### config.mk
export PLATFORM = sky130hd
export DESIGN_NAME = ecg_dsq
export DESIGN_NICKNAME = d
export VERILOG_FILES = /design/src/hw/rtl/ecg_pkg.sv /design/src/hw/rtl/ecg_dsq.sv
export SDC_FILE = /design/constraint.sdc
export NUM_CORES = 1
export LEC_CHECK = 0
export BUFFER_PORTS_ARGS = -buffer_cell sky130_fd_sc_hd__buf_2
export CORE_ASPECT_RATIO = 1.4
export CORE_MARGIN = 2
export CORE_UTILIZATION = 25
export DETAILED_ROUTE_END_ITERATION = 10
export PLACE_DENSITY = 0.49
export SYNTH_ARGS = -nofsm -noshare
export SYNTH_HDL_FRONTEND = slang
export SYNTH_SLANG_ARGS = --single-unit
### constraint.sdc
create_clock -name clk_i -period 8.2 [get_ports clk_i]
set_input_delay 1.64 -clock clk_i [delete_from_list [all_inputs] [get_ports clk_i]]
set_output_delay 1.64 -clock clk_i [all_outputs]
set_load 0.01 [all_outputs]
### src/hw/rtl/ecg_pkg.sv
// Shared types, constants and constant tables for the earth-fixed to geodetic converter.
// Depends on nothing; every other file takes names from here by scope.
package ecg_pkg;

  localparam int unsigned MaxIterDefault = 20;
  localparam int unsigned CordSteps      = 60;

  localparam logic [63:0] PI_Q61  = 64'h6487ED5110B4611A;
  localparam logic [63:0] ONE_Q60 = 64'h1000_0000_0000_0000;
  localparam logic [63:0] MIN_C   = 64'h0100_0000_0000_0000;  // 2^56
  localparam logic [63:0] LAT_MAX = 64'h0000_005A_0000_0000;  // 90 deg << 32
  localparam logic signed [63:0] HALF_PI = signed'(PI_Q61 >> 2);
  localparam logic signed [63:0] PI_Q60  = signed'(PI_Q61 >> 1);
  localparam logic signed [63:0] TWO_PI  = signed'(PI_Q61);
  localparam logic signed [63:0] H_MAX   = 64'sh0000_00FF_FFFF_FFFF;
  localparam logic signed [63:0] H_MIN   = -64'sh0000_0100_0000_0000;

  localparam logic [6:0] DivSineSteps = 7'd60;
  localparam logic [6:0] DivRadSteps  = 7'd74;
  localparam logic [6:0] SqrtSteps    = 7'd60;

  // configuration register indexes
  typedef enum logic [1:0] {
    REG_RADIUS = 2'd0,
    REG_FLAT   = 2'd1,
    REG_TOL    = 2'd2
  } cfg_reg_e;

  // right shift applied to a full product
  typedef enum logic [1:0] {
    SH_48 = 2'd0,
    SH_60 = 2'd1,
    SH_62 = 2'd2,
    SH_84 = 2'd3
  } mul_sh_e;

  typedef enum logic {
    DS_DIV  = 1'b0,
    DS_SQRT = 1'b1
  } ds_mode_e;

  typedef enum logic [1:0] {
    CS_IDLE = 2'd0,
    CS_NORM = 2'd1,
    CS_ROT  = 2'd2
  } cord_state_e;

  typedef enum logic [5:0] {
    SQ_IDLE, SQ_E2, SQ_E2_W, SQ_LON_C, SQ_LON_CW, SQ_LON_M, SQ_LON_MW,
    SQ_T0, SQ_T0_W, SQ_PASS, SQ_CORD_W, SQ_MAG, SQ_MAG_W, SQ_SINE, SQ_SINE_W,
    SQ_SS, SQ_SS_W, SQ_ES, SQ_ES_W, SQ_CHK, SQ_SQRT, SQ_SQRT_W, SQ_NDIV,
    SQ_NDIV_W, SQ_NE, SQ_NE_W, SQ_NES, SQ_NES_W, SQ_UPD, SQ_LAT, SQ_LAT_W,
    SQ_LOND, SQ_LOND_W, SQ_DONE, SQ_FAIL
  } seq_state_e;

  // vectoring result: angle, raw or final length, normalization shift
  typedef struct packed {
    logic signed [63:0] ang;
    logic [63:0]        xmag;
    logic [5:0]         sh;
    logic               scaled;
  } cord_res_t;

  typedef logic signed [63:0] atan_tab_t [CordSteps];

  // restoring divide, elaboration only
  function automatic logic [127:0] cdiv(input logic [127:0] n, input logic [127:0] d);
    logic [127:0] q;
    logic [127:0] r;
    q = '0;
    r = '0;
    for (int k = 127; k >= 0; k--) begin
      r = {r[126:0], n[k]};
      if (r >= d) begin
        r    = r - d;
        q[k] = 1'b1;
      end
    end
    return q;
  endfunction

  // digit-by-digit root of v * 4^extra, elaboration only
  function automatic logic [127:0] csqrt(input logic [63:0] v, input int extra);
    logic [127:0] root;
    logic [127:0] rem;
    logic [127:0] trial;
    logic [63:0]  vs;
    root = '0;
    rem  = '0;
    vs   = v;
    for (int j = 0; j < 32 + extra; j++) begin
      rem   = {rem[125:0], vs[63:62]};
      vs    = vs << 2;
      trial = {root[125:0], 2'b01};
      if (rem >= trial) begin
        rem  = rem - trial;
        root = {root[126:0], 1'b1};
      end else begin
        root = {root[126:0], 1'b0};
      end
    end
    return root;
  endfunction

  function automatic atan_tab_t build_atan();
    atan_tab_t         tab;
    logic signed [63:0] s;
    logic [127:0]       term;
    int                 p;
    tab[0] = signed'(PI_Q61 >> 3);
    for (int i = 1; i < CordSteps; i++) begin
      s = '0;
      for (int k = 0; i * (2 * k + 1) <= 60; k++) begin
        p    = 60 - i * (2 * k + 1);
        term = cdiv(128'(1) << p, 128'(2 * k + 1));
        if ((k & 1) != 0) s = s - signed'(term[63:0]);
        else s = s + signed'(term[63:0]);
      end
      tab[i] = s;
    end
    return tab;
  endfunction

  function automatic logic [63:0] calc_inv_gain();
    logic [63:0]  k2;
    logic [127:0] q;
    k2 = ONE_Q60;
    for (int i = 0; i < 32; i++) k2 = k2 + (k2 >> (2 * i));
    q = cdiv(128'(1) << 120, csqrt(k2, 28));
    return q[63:0];
  endfunction

  function automatic logic [63:0] calc_deg_per_rad();
    logic [127:0] q;
    q = cdiv(128'(180) << 117, 128'(PI_Q61));
    return q[63:0];
  endfunction

  localparam atan_tab_t   ATAN_TAB    = build_atan();
  localparam logic [63:0] INV_GAIN    = calc_inv_gain();
  localparam logic [63:0] DEG_PER_RAD = calc_deg_per_rad();

endpackage

### src/hw/rtl/ecg_dsq.sv
// Shared bit-serial unit: restoring fractional divide or digit-by-digit square root,
// one result bit per cycle. Uses ecg_pkg for the mode code.
module ecg_dsq (
  input  logic              clk_i,
  input  logic              rst_ni,
  input  logic              start_i,
  input  ecg_pkg::ds_mode_e mode_i,
  input  logic [63:0]       n_i,      // dividend (below divisor) or radicand
  input  logic [63:0]       d_i,      // divisor
  input  logic [6:0]        steps_i,
  output logic              busy_o,
  output logic              done_o,
  output logic [63:0]       res_o
);

  ecg_pkg::ds_mode_e mode_q;
  logic [65:0]       rem_q, rem_d, r2, trial;
  logic [63:0]       quo_q, quo_d, aux_q;
  logic [6:0]        cnt_q;
  logic              busy_q, done_q;

  // one step of divide or root
  always_comb begin
    if (mode_q == ecg_pkg::DS_SQRT) begin
      r2    = {rem_q[63:0], aux_q[63:62]};
      trial = {quo_q, 2'b01};
    end else begin
      r2    = {rem_q[64:0], 1'b0};
      trial = {2'b00, aux_q};
    end
    if (r2 >= trial) begin
      rem_d = r2 - trial;
      quo_d = {quo_q[62:0], 1'b1};
    end else begin
      rem_d = r2;
      quo_d = {quo_q[62:0], 1'b0};
    end
  end

  always_ff @(posedge clk_i or negedge rst_ni) begin
    if (!rst_ni) begin
      busy_q <= 1'b0;
      done_q <= 1'b0;
      cnt_q  <= '0;
    end else begin
      done_q <= busy_q && (cnt_q == 7'd1);
      if (start_i) begin
        busy_q <= 1'b1;
        cnt_q  <= steps_i;
      end else if (busy_q) begin
        cnt_q <= cnt_q - 7'd1;
        if (cnt_q == 7'd1) busy_q <= 1'b0;
      end
    end
  end

  always_ff @(posedge clk_i) begin
    if (start_i) begin
      mode_q <= mode_i;
      quo_q  <= '0;
      if (mode_i == ecg_pkg::DS_SQRT) begin
        rem_q <= '0;
        aux_q <= n_i;
      end else begin
        rem_q <= {2'b00, n_i};
        aux_q <= d_i;
      end
    end else if (busy_q) begin
      rem_q <= rem_d;
      quo_q <= quo_d;
      if (mode_q == ecg_pkg::DS_SQRT) aux_q <= aux_q << 2;
    end
  end

  assign busy_o = busy_q;
  assign done_o = done_q;
  assign res_o  = quo_q;

endmodule

==> impl_metrics.toml <==
[route]
drt-vias-per-instance = 4.84
wirelength_um = 49100
vias = 12431
drtIter0Drc = 626
wl_per_cell_um = 19.1
drc_errors = 0
drt.antenna.violating_nets = 0
dr.pass1.iters = 6

[clock_network]
postCtsSetupRepairBufs = 0
insertion_delay_ns = 0.55
clockRootBuffer = "clkbuf_16"
post_cts_resized = 0
holdBufCountCts = 0
clk_transition_reported_paths_ns = 0.06
cts_buffer_depth = 3
cts_buffers = 25
clock_sinks = 203
cts_tree = "done"
htreeDepth = 1

[synthesis]
synth-edff-count = 130
synth_flop_cell = "edfxtp_1"
yosysSeqAreaShare_pct = 35.5
ys.warnings.count = 0
ys_ff_latch = 203
post-synth-top-count-cell = "mux2i_1"
netlist_top_cells_area = "edfxtp_1, mux2i_1, dfxtp_1, a21oi_1, ha_1"
syn_nets = 1867
syn_inst = 1660
syn-cell-area_um2 = 15200
avgSynthCellArea_um2 = 9.17
synthTopCellsByCount = "mux2i_1, nor2_1, a21oi_1"
yosys.area.top_type = "edfxtp_1"
synth_top_area_share_pct = 25.6
synthArstFlopShare_pct = 4.43
synthDistinctLibCells = 74

[sta]
finalSetupTns_ns = 0
skew_ns = 0.0143
grt_setup_unrepaired = "false"
slew_viol_final = 0
tightestPinTransition_ns = 1.01
min_period_ns = 5.39
setup_viol = 0
slew_headroom_pct = 32.6
fmax_mhz = 185
fin_ws_ns = 2.81
period_share_pct = 65.8
hold_violations = 0

[setup_path]
worstSetupStartpointType = "register"
r2r_cells = 12
r2r_start = "mode_q$_DFFE_PP_"
cp.arrival_ns = 5.65
worstPathMaxFanout = 64
worstSetupEndpointType = "register"
crit_type = "reg -> reg"
r2r_slack_ns = 2.81
r2r_end = "rem_q[22]$_DFFE_PP_"
critPathRequiredTime_ns = 8.46

[layout]
nets = 1941
area_delta_synth_final_pct = 13.6
antenna_cells = 0
multi_input_comb_area_um2 = 8820
seq_area_um2 = 5410
fillers = 6548
final_cells = 2569
drive_gt1_share_pct = 19.9

[die]
chipHeight_um = 296
ios = 205
start_util_pct = 25.2
die_area_um2 = 62900
fp.coreArea_um2 = 60500
rows = 107
fp.dieW_um = 213

[power_and_ir_drop]
sequentialPowerShare_pct = 24.4
p_int_mw = 3.49
leakage_nw = 7.78
p_switching_mw = 2.66
p_sw_share_pct = 43.3
p_per_area_nw_per_um2 = 355
power_frac_clock_pct = 18.6
ir_drop_v = 0.000154
p_total_mw = 6.15
comb_power_share_pct = 57.0

[min_path]
min_path_type = "reg -> reg"
min_path_cells = 2
holdPathEnd = "res_o[40]$_SDFFE_PP0P_"
hp-start = "res_o[40]$_SDFFE_PP0P_"

[global_route]
overflow = 0
grt_pass1_wl_um = 73900
grt_pass1_vias = 12779
grt_max_degree = 115
track_usage_pct = 15.2
antenna_found_initial = 1

[place]
io_buffers = 204
hpwl_um = 36700
place_ws_ns = 2.82
placed_cells = 2524
gp_congestion = 0.884

[job]
maxCapViolCount = 0

[status]
status = "finished, final reports clean"
worst max-delay path: stages, from the launching register on:
cell	delay, ns
edfxtp_1	0.59
buf_4	0.82
mux2_2	0.43
ha_1	0.42
and4_1	0.25
nand3_1	0.12
or3_1	0.38
nor3_1	0.20
a31o_2	0.18
or3_4	0.60
buf_4	0.61
mux2i_1	0.25
o21ai_0	0.10
sequential cells by signal, summed over array words and instances (netlist names):
name    cells
aux_q      64
busy_o      1
cnt_q       7
done_o      1
mode_q      1
rem_q      65
res_o      64
final cells by class:
cell class              count  share of cell area [%]
inverters                  26                   0.564
flip-flops and latches    203                    31.3
multi-input cells        1263                    51.0
clock inverters             6                   0.463
repair buffers            215                    6.50
clock buffers              39                    4.27
well taps                 817                    5.91
per-layer routing:
| metal | global-route usage (%) | up-vias | wire length (um) |
|---|---|---|---|
| li1 | - | 6134 | - |
| met1 | 17.0 | 5996 | 19600 |
| met2 | 29.7 | 239 | 26700 |
| met3 | 1.63 | 60 | 1590 |
| met4 | 4.45 | 2 | 1190 |
| met5 | 0 | - | 16 |
power groups by stage:
stage / Clock, mW / Combinational [mW] / Sequential [mW]
floorplan: 0 / 2.75 / 1.46
global placement: 0 / 3.48 / 1.52
detailed placement: 0 / 3.49 / 1.52
CTS: 1.19 / 3.51 / 1.50
global route: 1.22 / 3.88 / 1.52
finish: 1.15 / 3.50 / 1.50
cells in the final DEF (no fill, tap or decap), drive strengths merged, types with 7 or more instances in the layout:
master and count:
xnor2 30, edfxtp 130, xor2 29, ha 67, a21o 33, dfxtp 64, clkbuf 39, nor2b 8
a31oi 12, dfrtp 9, o21ai 93, buf 215, o211ai 7, nor3 25, nand3 21, mux2 67
nand4 21, or3 8, nor2 185, mux2i 231, nand2 139, inv 25, a21oi 171, o21bai 17
worst max-delay path by stage:
| stage | start | to | slack [ns] | depth (start not counted) |
|---|---|---|---|---|
| after floorplan | mode_q$_DFFE_PP_ | rem_q[38]$_DFFE_PP_ | 3.37 | 19 |
| after global placement | mode_q$_DFFE_PP_ | rem_q[46]$_DFFE_PP_ | 2.91 | 14 |
| after detailed placement | mode_q$_DFFE_PP_ | rem_q[22]$_DFFE_PP_ | 2.82 | 13 |
| after CTS | mode_q$_DFFE_PP_ | rem_q[22]$_DFFE_PP_ | 2.82 | 13 |
| after global routing | mode_q$_DFFE_PP_ | rem_q[17]$_DFFE_PP_ | 2.43 | 13 |
| final | mode_q$_DFFE_PP_ | rem_q[22]$_DFFE_PP_ | 2.81 | 12 |
kinds of logic (layout without fill, tap and decap cells):
| group | count (synthesis) | after routing | synth area share [%] |
|---|---|---|---|
| simple gates | 439 | 439 | 12.6 |
| compound gates | 399 | 399 | 16.1 |
| mux | 298 | 298 | 20.1 |
| flops | 203 | 203 | 35.5 |
| buf+inv | 194 | 286 | 6.66 |
| fa+ha+maj | 68 | 68 | 5.64 |
| xor+xnor | 59 | 59 | 3.39 |
per-stage QoR:
step           area (um2)  util (%)  hold slack [ns]
2_1_floorplan       15200         -            0.484
3_3_place_gp        16500      27.2            0.513
4_1_cts             17300      28.6            0.544
6_report            17300      28.6            0.543
5_1_grt             17300      28.6            0.572
3_5_place_dp        16500      27.2            0.533
Note: power is estimated with default switching activity, not from simulation.
