$ cat config.mk
export PLATFORM = sky130hd
export DESIGN_NAME = ecg_mul
export DESIGN_NICKNAME = d
export VERILOG_FILES = /design/src/hw/rtl/ecg_pkg.sv /design/src/hw/rtl/ecg_mul.sv
export SDC_FILE = /design/constraint.sdc
export NUM_CORES = 2
export LEC_CHECK = 0
export BUFFER_PORTS_ARGS = -buffer_cell sky130_fd_sc_hd__buf_2
export CAP_MARGIN = 20
export CELL_PAD_IN_SITES_DETAIL_PLACEMENT = 1
export CELL_PAD_IN_SITES_GLOBAL_PLACEMENT = 1
export CORE_MARGIN = 10
export CORE_UTILIZATION = 46
export CTS_CLUSTER_SIZE = 28
export DETAILED_ROUTE_END_ITERATION = 16
export MAX_ROUTING_LAYER = met4
export PLACE_DENSITY_LB_ADDON = 0.1
export SYNTH_ARGS = -nofsm -noshare
export SYNTH_HDL_FRONTEND = slang
export SYNTH_SLANG_ARGS = --single-unit
$ cat constraint.sdc
create_clock -name clk_i -period 9.1 [get_ports clk_i]
set_input_delay 0.91 -clock clk_i [delete_from_list [all_inputs] [get_ports clk_i]]
set_output_delay 0.91 -clock clk_i [all_outputs]
set_load 0.03 [all_outputs]
$ cat src/hw/rtl/ecg_pkg.sv
// Shared types, constants and constant tables for the earth-fixed to geodetic converter.
// Depends on nothing; every other file takes names from here by scope.
package ecg_pkg;

  localparam int unsigned MaxIterDefault = 20;
  localparam int unsigned CordSteps      = 60;

  localparam logic [63:0] PI_Q61  = 64'h6487ED5110B4611A;
  localparam logic [63:0] ONE_Q60 = 64'h1000_0000_0000_0000;
  localparam logic [63:0] MIN_C   = 64'h0100_0000_0000_0000;  // 2^56
  localparam logic [63:0] LAT_MAX = 64'h0000_005A_0000_0000;  // 90 deg << 32
  localparam logic signed [63:0] HALF_PI = signed'(PI_Q61 >> 2);
  localparam logic signed [63:0] PI_Q60  = signed'(PI_Q61 >> 1);
  localparam logic signed [63:0] TWO_PI  = signed'(PI_Q61);
  localparam logic signed [63:0] H_MAX   = 64'sh0000_00FF_FFFF_FFFF;
  localparam logic signed [63:0] H_MIN   = -64'sh0000_0100_0000_0000;

  localparam logic [6:0] DivSineSteps = 7'd60;
  localparam logic [6:0] DivRadSteps  = 7'd74;
  localparam logic [6:0] SqrtSteps    = 7'd60;

  // configuration register indexes
  typedef enum logic [1:0] {
    REG_RADIUS = 2'd0,
    REG_FLAT   = 2'd1,
    REG_TOL    = 2'd2
  } cfg_reg_e;

  // right shift applied to a full product
  typedef enum logic [1:0] {
    SH_48 = 2'd0,
    SH_60 = 2'd1,
    SH_62 = 2'd2,
    SH_84 = 2'd3
  } mul_sh_e;

  typedef enum logic {
    DS_DIV  = 1'b0,
    DS_SQRT = 1'b1
  } ds_mode_e;

  typedef enum logic [1:0] {
    CS_IDLE = 2'd0,
    CS_NORM = 2'd1,
    CS_ROT  = 2'd2
  } cord_state_e;

  typedef enum logic [5:0] {
    SQ_IDLE, SQ_E2, SQ_E2_W, SQ_LON_C, SQ_LON_CW, SQ_LON_M, SQ_LON_MW,
    SQ_T0, SQ_T0_W, SQ_PASS, SQ_CORD_W, SQ_MAG, SQ_MAG_W, SQ_SINE, SQ_SINE_W,
    SQ_SS, SQ_SS_W, SQ_ES, SQ_ES_W, SQ_CHK, SQ_SQRT, SQ_SQRT_W, SQ_NDIV,
    SQ_NDIV_W, SQ_NE, SQ_NE_W, SQ_NES, SQ_NES_W, SQ_UPD, SQ_LAT, SQ_LAT_W,
    SQ_LOND, SQ_LOND_W, SQ_DONE, SQ_FAIL
  } seq_state_e;

  // vectoring result: angle, raw or final length, normalization shift
  typedef struct packed {
    logic signed [63:0] ang;
    logic [63:0]        xmag;
    logic [5:0]         sh;
    logic               scaled;
  } cord_res_t;

  typedef logic signed [63:0] atan_tab_t [CordSteps];

  // restoring divide, elaboration only
  function automatic logic [127:0] cdiv(input logic [127:0] n, input logic [127:0] d);
    logic [127:0] q;
    logic [127:0] r;
    q = '0;
    r = '0;
    for (int k = 127; k >= 0; k--) begin
      r = {r[126:0], n[k]};
      if (r >= d) begin
        r    = r - d;
        q[k] = 1'b1;
      end
    end
    return q;
  endfunction

  // digit-by-digit root of v * 4^extra, elaboration only
  function automatic logic [127:0] csqrt(input logic [63:0] v, input int extra);
    logic [127:0] root;
    logic [127:0] rem;
    logic [127:0] trial;
    logic [63:0]  vs;
    root = '0;
    rem  = '0;
    vs   = v;
    for (int j = 0; j < 32 + extra; j++) begin
      rem   = {rem[125:0], vs[63:62]};
      vs    = vs << 2;
      trial = {root[125:0], 2'b01};
      if (rem >= trial) begin
        rem  = rem - trial;
        root = {root[126:0], 1'b1};
      end else begin
        root = {root[126:0], 1'b0};
      end
    end
    return root;
  endfunction

  function automatic atan_tab_t build_atan();
    atan_tab_t         tab;
    logic signed [63:0] s;
    logic [127:0]       term;
    int                 p;
    tab[0] = signed'(PI_Q61 >> 3);
    for (int i = 1; i < CordSteps; i++) begin
      s = '0;
      for (int k = 0; i * (2 * k + 1) <= 60; k++) begin
        p    = 60 - i * (2 * k + 1);
        term = cdiv(128'(1) << p, 128'(2 * k + 1));
        if ((k & 1) != 0) s = s - signed'(term[63:0]);
        else s = s + signed'(term[63:0]);
      end
      tab[i] = s;
    end
    return tab;
  endfunction

  function automatic logic [63:0] calc_inv_gain();
    logic [63:0]  k2;
    logic [127:0] q;
    k2 = ONE_Q60;
    for (int i = 0; i < 32; i++) k2 = k2 + (k2 >> (2 * i));
    q = cdiv(128'(1) << 120, csqrt(k2, 28));
    return q[63:0];
  endfunction

  function automatic logic [63:0] calc_deg_per_rad();
    logic [127:0] q;
    q = cdiv(128'(180) << 117, 128'(PI_Q61));
    return q[63:0];
  endfunction

  localparam atan_tab_t   ATAN_TAB    = build_atan();
  localparam logic [63:0] INV_GAIN    = calc_inv_gain();
  localparam logic [63:0] DEG_PER_RAD = calc_deg_per_rad();

endpackage

$ cat src/hw/rtl/ecg_mul.sv
// Shared 64x64 multiplier built from four 32x32 partial products, one per cycle.
// Result is the product shifted right by a selectable amount. Uses ecg_pkg.
module ecg_mul (
  input  logic                 clk_i,
  input  logic                 rst_ni,
  input  logic                 start_i,
  input  logic [63:0]          a_i,
  input  logic [63:0]          b_i,
  input  ecg_pkg::mul_sh_e     sh_i,
  output logic                 busy_o,
  output logic                 done_o,
  output logic [63:0]          res_o
);

  logic [63:0]       a_q, b_q, prod_q, prod_d;
  logic [127:0]      acc_q, acc_d, term;
  ecg_pkg::mul_sh_e  sh_q;
  logic [2:0]        cnt_q;
  logic              busy_q, done_q;
  logic [31:0]       op_a, op_b;

  // pick the partial product for this step
  always_comb begin
    case (cnt_q)
      3'd0:    begin op_a = a_q[31:0];  op_b = b_q[31:0];  end
      3'd1:    begin op_a = a_q[31:0];  op_b = b_q[63:32]; end
      3'd2:    begin op_a = a_q[63:32]; op_b = b_q[31:0];  end
      default: begin op_a = a_q[63:32]; op_b = b_q[63:32]; end
    endcase
    prod_d = 64'(op_a) * 64'(op_b);
  end

  // weight the registered product from the previous step
  always_comb begin
    case (cnt_q)
      3'd1:    term = {64'd0, prod_q};
      3'd2:    term = {32'd0, prod_q, 32'd0};
      3'd3:    term = {32'd0, prod_q, 32'd0};
      3'd4:    term = {prod_q, 64'd0};
      default: term = '0;
    endcase
    acc_d = acc_q + term;
  end

  always_ff @(posedge clk_i or negedge rst_ni) begin
    if (!rst_ni) begin
      busy_q <= 1'b0;
      done_q <= 1'b0;
      cnt_q  <= '0;
    end else begin
      done_q <= busy_q && (cnt_q == 3'd4);
      if (start_i) begin
        busy_q <= 1'b1;
        cnt_q  <= '0;
      end else if (busy_q) begin
        cnt_q <= cnt_q + 3'd1;
        if (cnt_q == 3'd4) busy_q <= 1'b0;
      end
    end
  end

  always_ff @(posedge clk_i) begin
    if (start_i) begin
      a_q   <= a_i;
      b_q   <= b_i;
      sh_q  <= sh_i;
      acc_q <= '0;
    end else if (busy_q) begin
      prod_q <= prod_d;
      acc_q  <= acc_d;
    end
  end

  always_comb begin
    case (sh_q)
      ecg_pkg::SH_48: res_o = acc_q[111:48];
      ecg_pkg::SH_60: res_o = acc_q[123:60];
      ecg_pkg::SH_62: res_o = acc_q[125:62];
      ecg_pkg::SH_84: res_o = {20'd0, acc_q[127:84]};
      default:        res_o = '0;
    endcase
  end

  assign busy_o = busy_q;
  assign done_o = done_q;

endmodule

==> results.md <==
- During synthesis, Yosys emitted a total of 0 warnings.
- STA classifies the critical path endpoint as a flop.
- The H-tree was split into 2 levels.
- In the final routing, the length of wire on met1 measures just over 90000 um.
- Setup repair after global routing could not meet its margin everywhere.
- The tool flagged a number of max-cap violations equal to 0.
- The total grt overflow is 0.
- The first detailed-routing pass ran for 5 iterations.
- The width of the die is about 360 um.
- The total of flip-flops plus latches after synthesis is around 330.
- Of the total synthesized cell area, the portion taken by AND, OR, NAND and NOR gates is 0.1350.
- The CTS buffer count is 42.
- The most common cell in the netlist is inv_1.
- The overall die area is roughly 0.13 mm2.
- The final layout contains 7777 nets.
- The primary flip-flop cell chosen by synthesis mapping is edfxtp_1.
- For the worst setup path, the data arrival time is 9.46 ns.
- On the worst path, the slowest cell contributes a delay of 0.57 ns.
- The portion of synthesized cell area occupied by the leading cell type is 0.3340.
- The remaining antenna violation count is 0.
- Clock-pin slew was measured on the worst setup and hold paths at 0.06 ns.
- After synthesis the cells add up to 0.05377 mm2.
- The number of enable flip-flop cells after synthesis is 194.
- Counting buffers and inverters, the worst setup path is 37 cells deep.
- Among all stages on the critical path, the largest delay is contributed by fa_1.
- After synthesis, the mean cell area works out to 9.174 um2.
- Counting both buffers and inverters, the worst setup path holds a total of 12.
- The total track usage is 0.3493.
- Measured against the total synthesized area, the mux share comes to 0.05920.
- The number of nets handed over by synthesis was 7286.
- The TritonCTS clock tree is done.
- The die boundary height is 361.9 um.
- The post-synthesis instance total is 5861.
- Setup slack closes at between 0.004 and 0.005 ns.
- The worst setup path is of the reg2reg kind.
- The tightest min-delay check is of the in2async type.
- The distinct cell type count of the synthesized netlist is 95.
- The maximum clock rate is ~0.11 GHz.
- Compared with the post-synthesis result, the final layout area differs by 18.93%.
- The biggest area contributor in the post-synthesis netlist is fa_1.
- In the final layout, the share of cells above drive strength 1 is 0.1886.
- Of the available clock period, the critical path in the final layout requires 0.9995.
- After detailed routing, the number of vias per cell comes to 5.815.
- The count of final hold-check violations is 0.
- The clock skew after layout is around 0.031 ns.
- Along the worst path, the maximum fanout reaches 7.
- The number of remaining DRC errors is 0.
- The async set-reset flop share out of synthesis is 0.01529.
- The cell seen most often among critical-path stages is fa_1.
- In this run the deepest clock path goes through 3 buffers.
- For this design, the CTS-stage hold fixing added 0 buffers.
- In the synthesized netlist, the cells that appear most often are 930 x inv_1, 897 x fa_1, 762 x nor2_1.
- The routed wire length is between 200000 and 250000 um.
- The number of global-route vias before repair is about 50000.
- The kind of cell adding the most delay to the critical path is adder cells.
- Clock latency on the worst-skew pair, taken at its later pin, is 0.65 ns.
- Counting every sink on the clock net gives about 330.
- The worst relative slew slack is 0.3308.
- The routed layout has approximately 46000 vias.
- The tree is rooted in a clkbuf_16.
- The setup slack after placement is -0.2471 ns.
- The worst setup path is launched from a flop.
- At the end of routability-driven placement, the weighted congestion stood at 1.008.
- The final max-slew violation count was 0.
- The adder and majority cell fraction of the synthesized area is 0.4259.
- The total of fill cells in the finished design is 13060.
- The routed wire length on met3 is 15150 um.
- After synthesis, the largest family of logic cells by area is adder cells.
- The number of antenna violations at the first check in global routing was 3.
- Signal routing reaches up to met4.
- The compound-gate portion of the synthesized area is 0.1039.
- In the final routed layout, each cell accounts on average for 28.74 um.
- The data required time at the worst endpoint is 9.47 ns.
- The initial utilization of the core area, before any placement, comes to 0.4633.
- The count of endpoints failing setup in the final report is 0.
- The slew at the pin with the worst max-slew slack is around 1.0 ns.
- The final critical delay including setup and external delays is approximately 9 ns.
- The first global-routing pass estimated 330900 um of wire.
- The flow ran to the end, and the final reports show no timing, DRC or antenna violations.
- The floorplan row count is 125.
- After legalization and detailed placement, the total HPWL measured 186200 um.
- Of the synthesized area, sequential elements account for 0.1583.
- Ranked by total cell area, the synthesized netlist is headed by fa_1 33%, edfxtp_1 11%, ha_1 9.2%.
- The detailed router finished its first iteration with 3652 violations.
- Of the total synthesized cell area, the portion taken by XOR and XNOR cells is 0.02997.
- The number of cells on the worst reg-to-reg path is 37.
- The area inside the core boundary is between 0.1 and 0.15 mm2.
- The number of buffer cells added on primary ports is 198.
- During I/O placement, the number of pins put on the boundary was between 150 and 200.
- Detailed routing placed a total of about 110000 um of wire on met2.
- The maximum number of pins on one net before global-route repair is 75.
[registers in the layout, summed over array words and instances, names as in the netlist]
signal / cells
a_q: 64
acc_q: 128
b_q: 64
busy_o: 1
cnt_q: 3
done_o: 1
prod_q: 64
sh_q: 2
[cells by family (layout without fill, tap and decap cells)]
kind of cell	count (synthesis)	after routing
simple gates	1730	1730
fa+ha+maj	1292	1292
buf+inv	1243	1765
compound gates	830	830
flops	327	327
mux	255	255
xor+xnor	184	184
other cells	0	3
[per-layer routing]
metal	track usage	vias up
li1	-	19850
met1	0.4367	23890
met5	-	-
met3	0.04699	484
met4	0.1499	0
met2	0.5672	1777
[area by class of cell]
class	count	area (um2)	area share
Antenna cell	3	7.507	0.0001174
Clock inverter	20	156.4	0.002446
Inverter	933	3507	0.05485
Tap cell	1524	1907	0.02982
Sequential cell	327	8519	0.1332
Multi-Input combinational cell	4291	41980	0.6564
Timing Repair Buffer	757	6731	0.1053
Clock buffer	55	1140	0.01783
[per-stage QoR]
| stage | cell area, um2 | util | setup TNS (ns) | hold slack (ns) | cells |
|---|---|---|---|---|---|
| after floorplan | 53780 | - | 0 | 0.4315 | 5861 |
| after global placement | 59860 | 0.5158 | -0.2741 | 0.4444 | 7702 |
| after detailed placement | 59860 | 0.5158 | -1.075 | 0.4781 | 7702 |
| after CTS | 62080 | 0.5350 | 0 | 0.09432 | 7826 |
| after global routing | 63940 | 0.5510 | -1.452 | 0.1059 | 7909 |
| final | 63940 | 0.5510 | 0 | 0.1267 | 7910 |
[cell usage in the layout, fill, tap and decap left out, drive strengths merged, types with 9 or more instances in the layout]
| master | instances |
|---|---|
| nor4 | 11 |
| a21oi | 239 |
| mux4 | 44 |
| or3 | 10 |
| edfxtp | 194 |
| a211oi | 29 |
| o21a | 20 |
| o21ai | 186 |
| ha | 395 |
| and3 | 52 |
| nor2 | 762 |
| clkbuf | 62 |
| o211ai | 12 |
| buf | 750 |
| a21o | 99 |
| nand2 | 658 |
| a221oi | 9 |
| nand4 | 70 |
| a22o | 70 |
| fa | 897 |
| and2 | 46 |
| nand2b | 21 |
| a31oi | 27 |
| inv | 937 |
| o21bai | 50 |
| xor2 | 81 |
| clkinv | 15 |
| o221ai | 9 |
| dfxtp | 128 |
| nor3 | 21 |
| or2 | 10 |
| mux2i | 147 |
| o31ai | 11 |
| nor2b | 9 |
| xnor2 | 103 |
| mux2 | 64 |
| nand3 | 42 |
[worst paths after layout]
kind / endpoint / slack [ns] / from
max in group asynchronous: busy_o / 8.72 / rst_ni
worst min register to register: acc_q[12] / 0.48 / acc_q[12]
worst min-delay path: done_o / 0.13 / rst_ni
worst max-delay path: prod_q[62] / 0.005 / cnt_q[1]
min in group clk_i: sh_q[0] / 0.43 / sh_i[0]
worst max register to register: prod_q[62] / 0.005 / cnt_q[1]
[repair_timing]
action / CTS / global route
pin swaps: 14 / 104
gates resized for setup: 81 / 222
setup buffers: 46 / 76
gates cloned: 3 / 6
endpoints found under the setup margin: 12 / 22
Power is left out: the tool's default activity adds up to more than one toggle a clock period on the data nets, which glitch-free logic cannot reach.
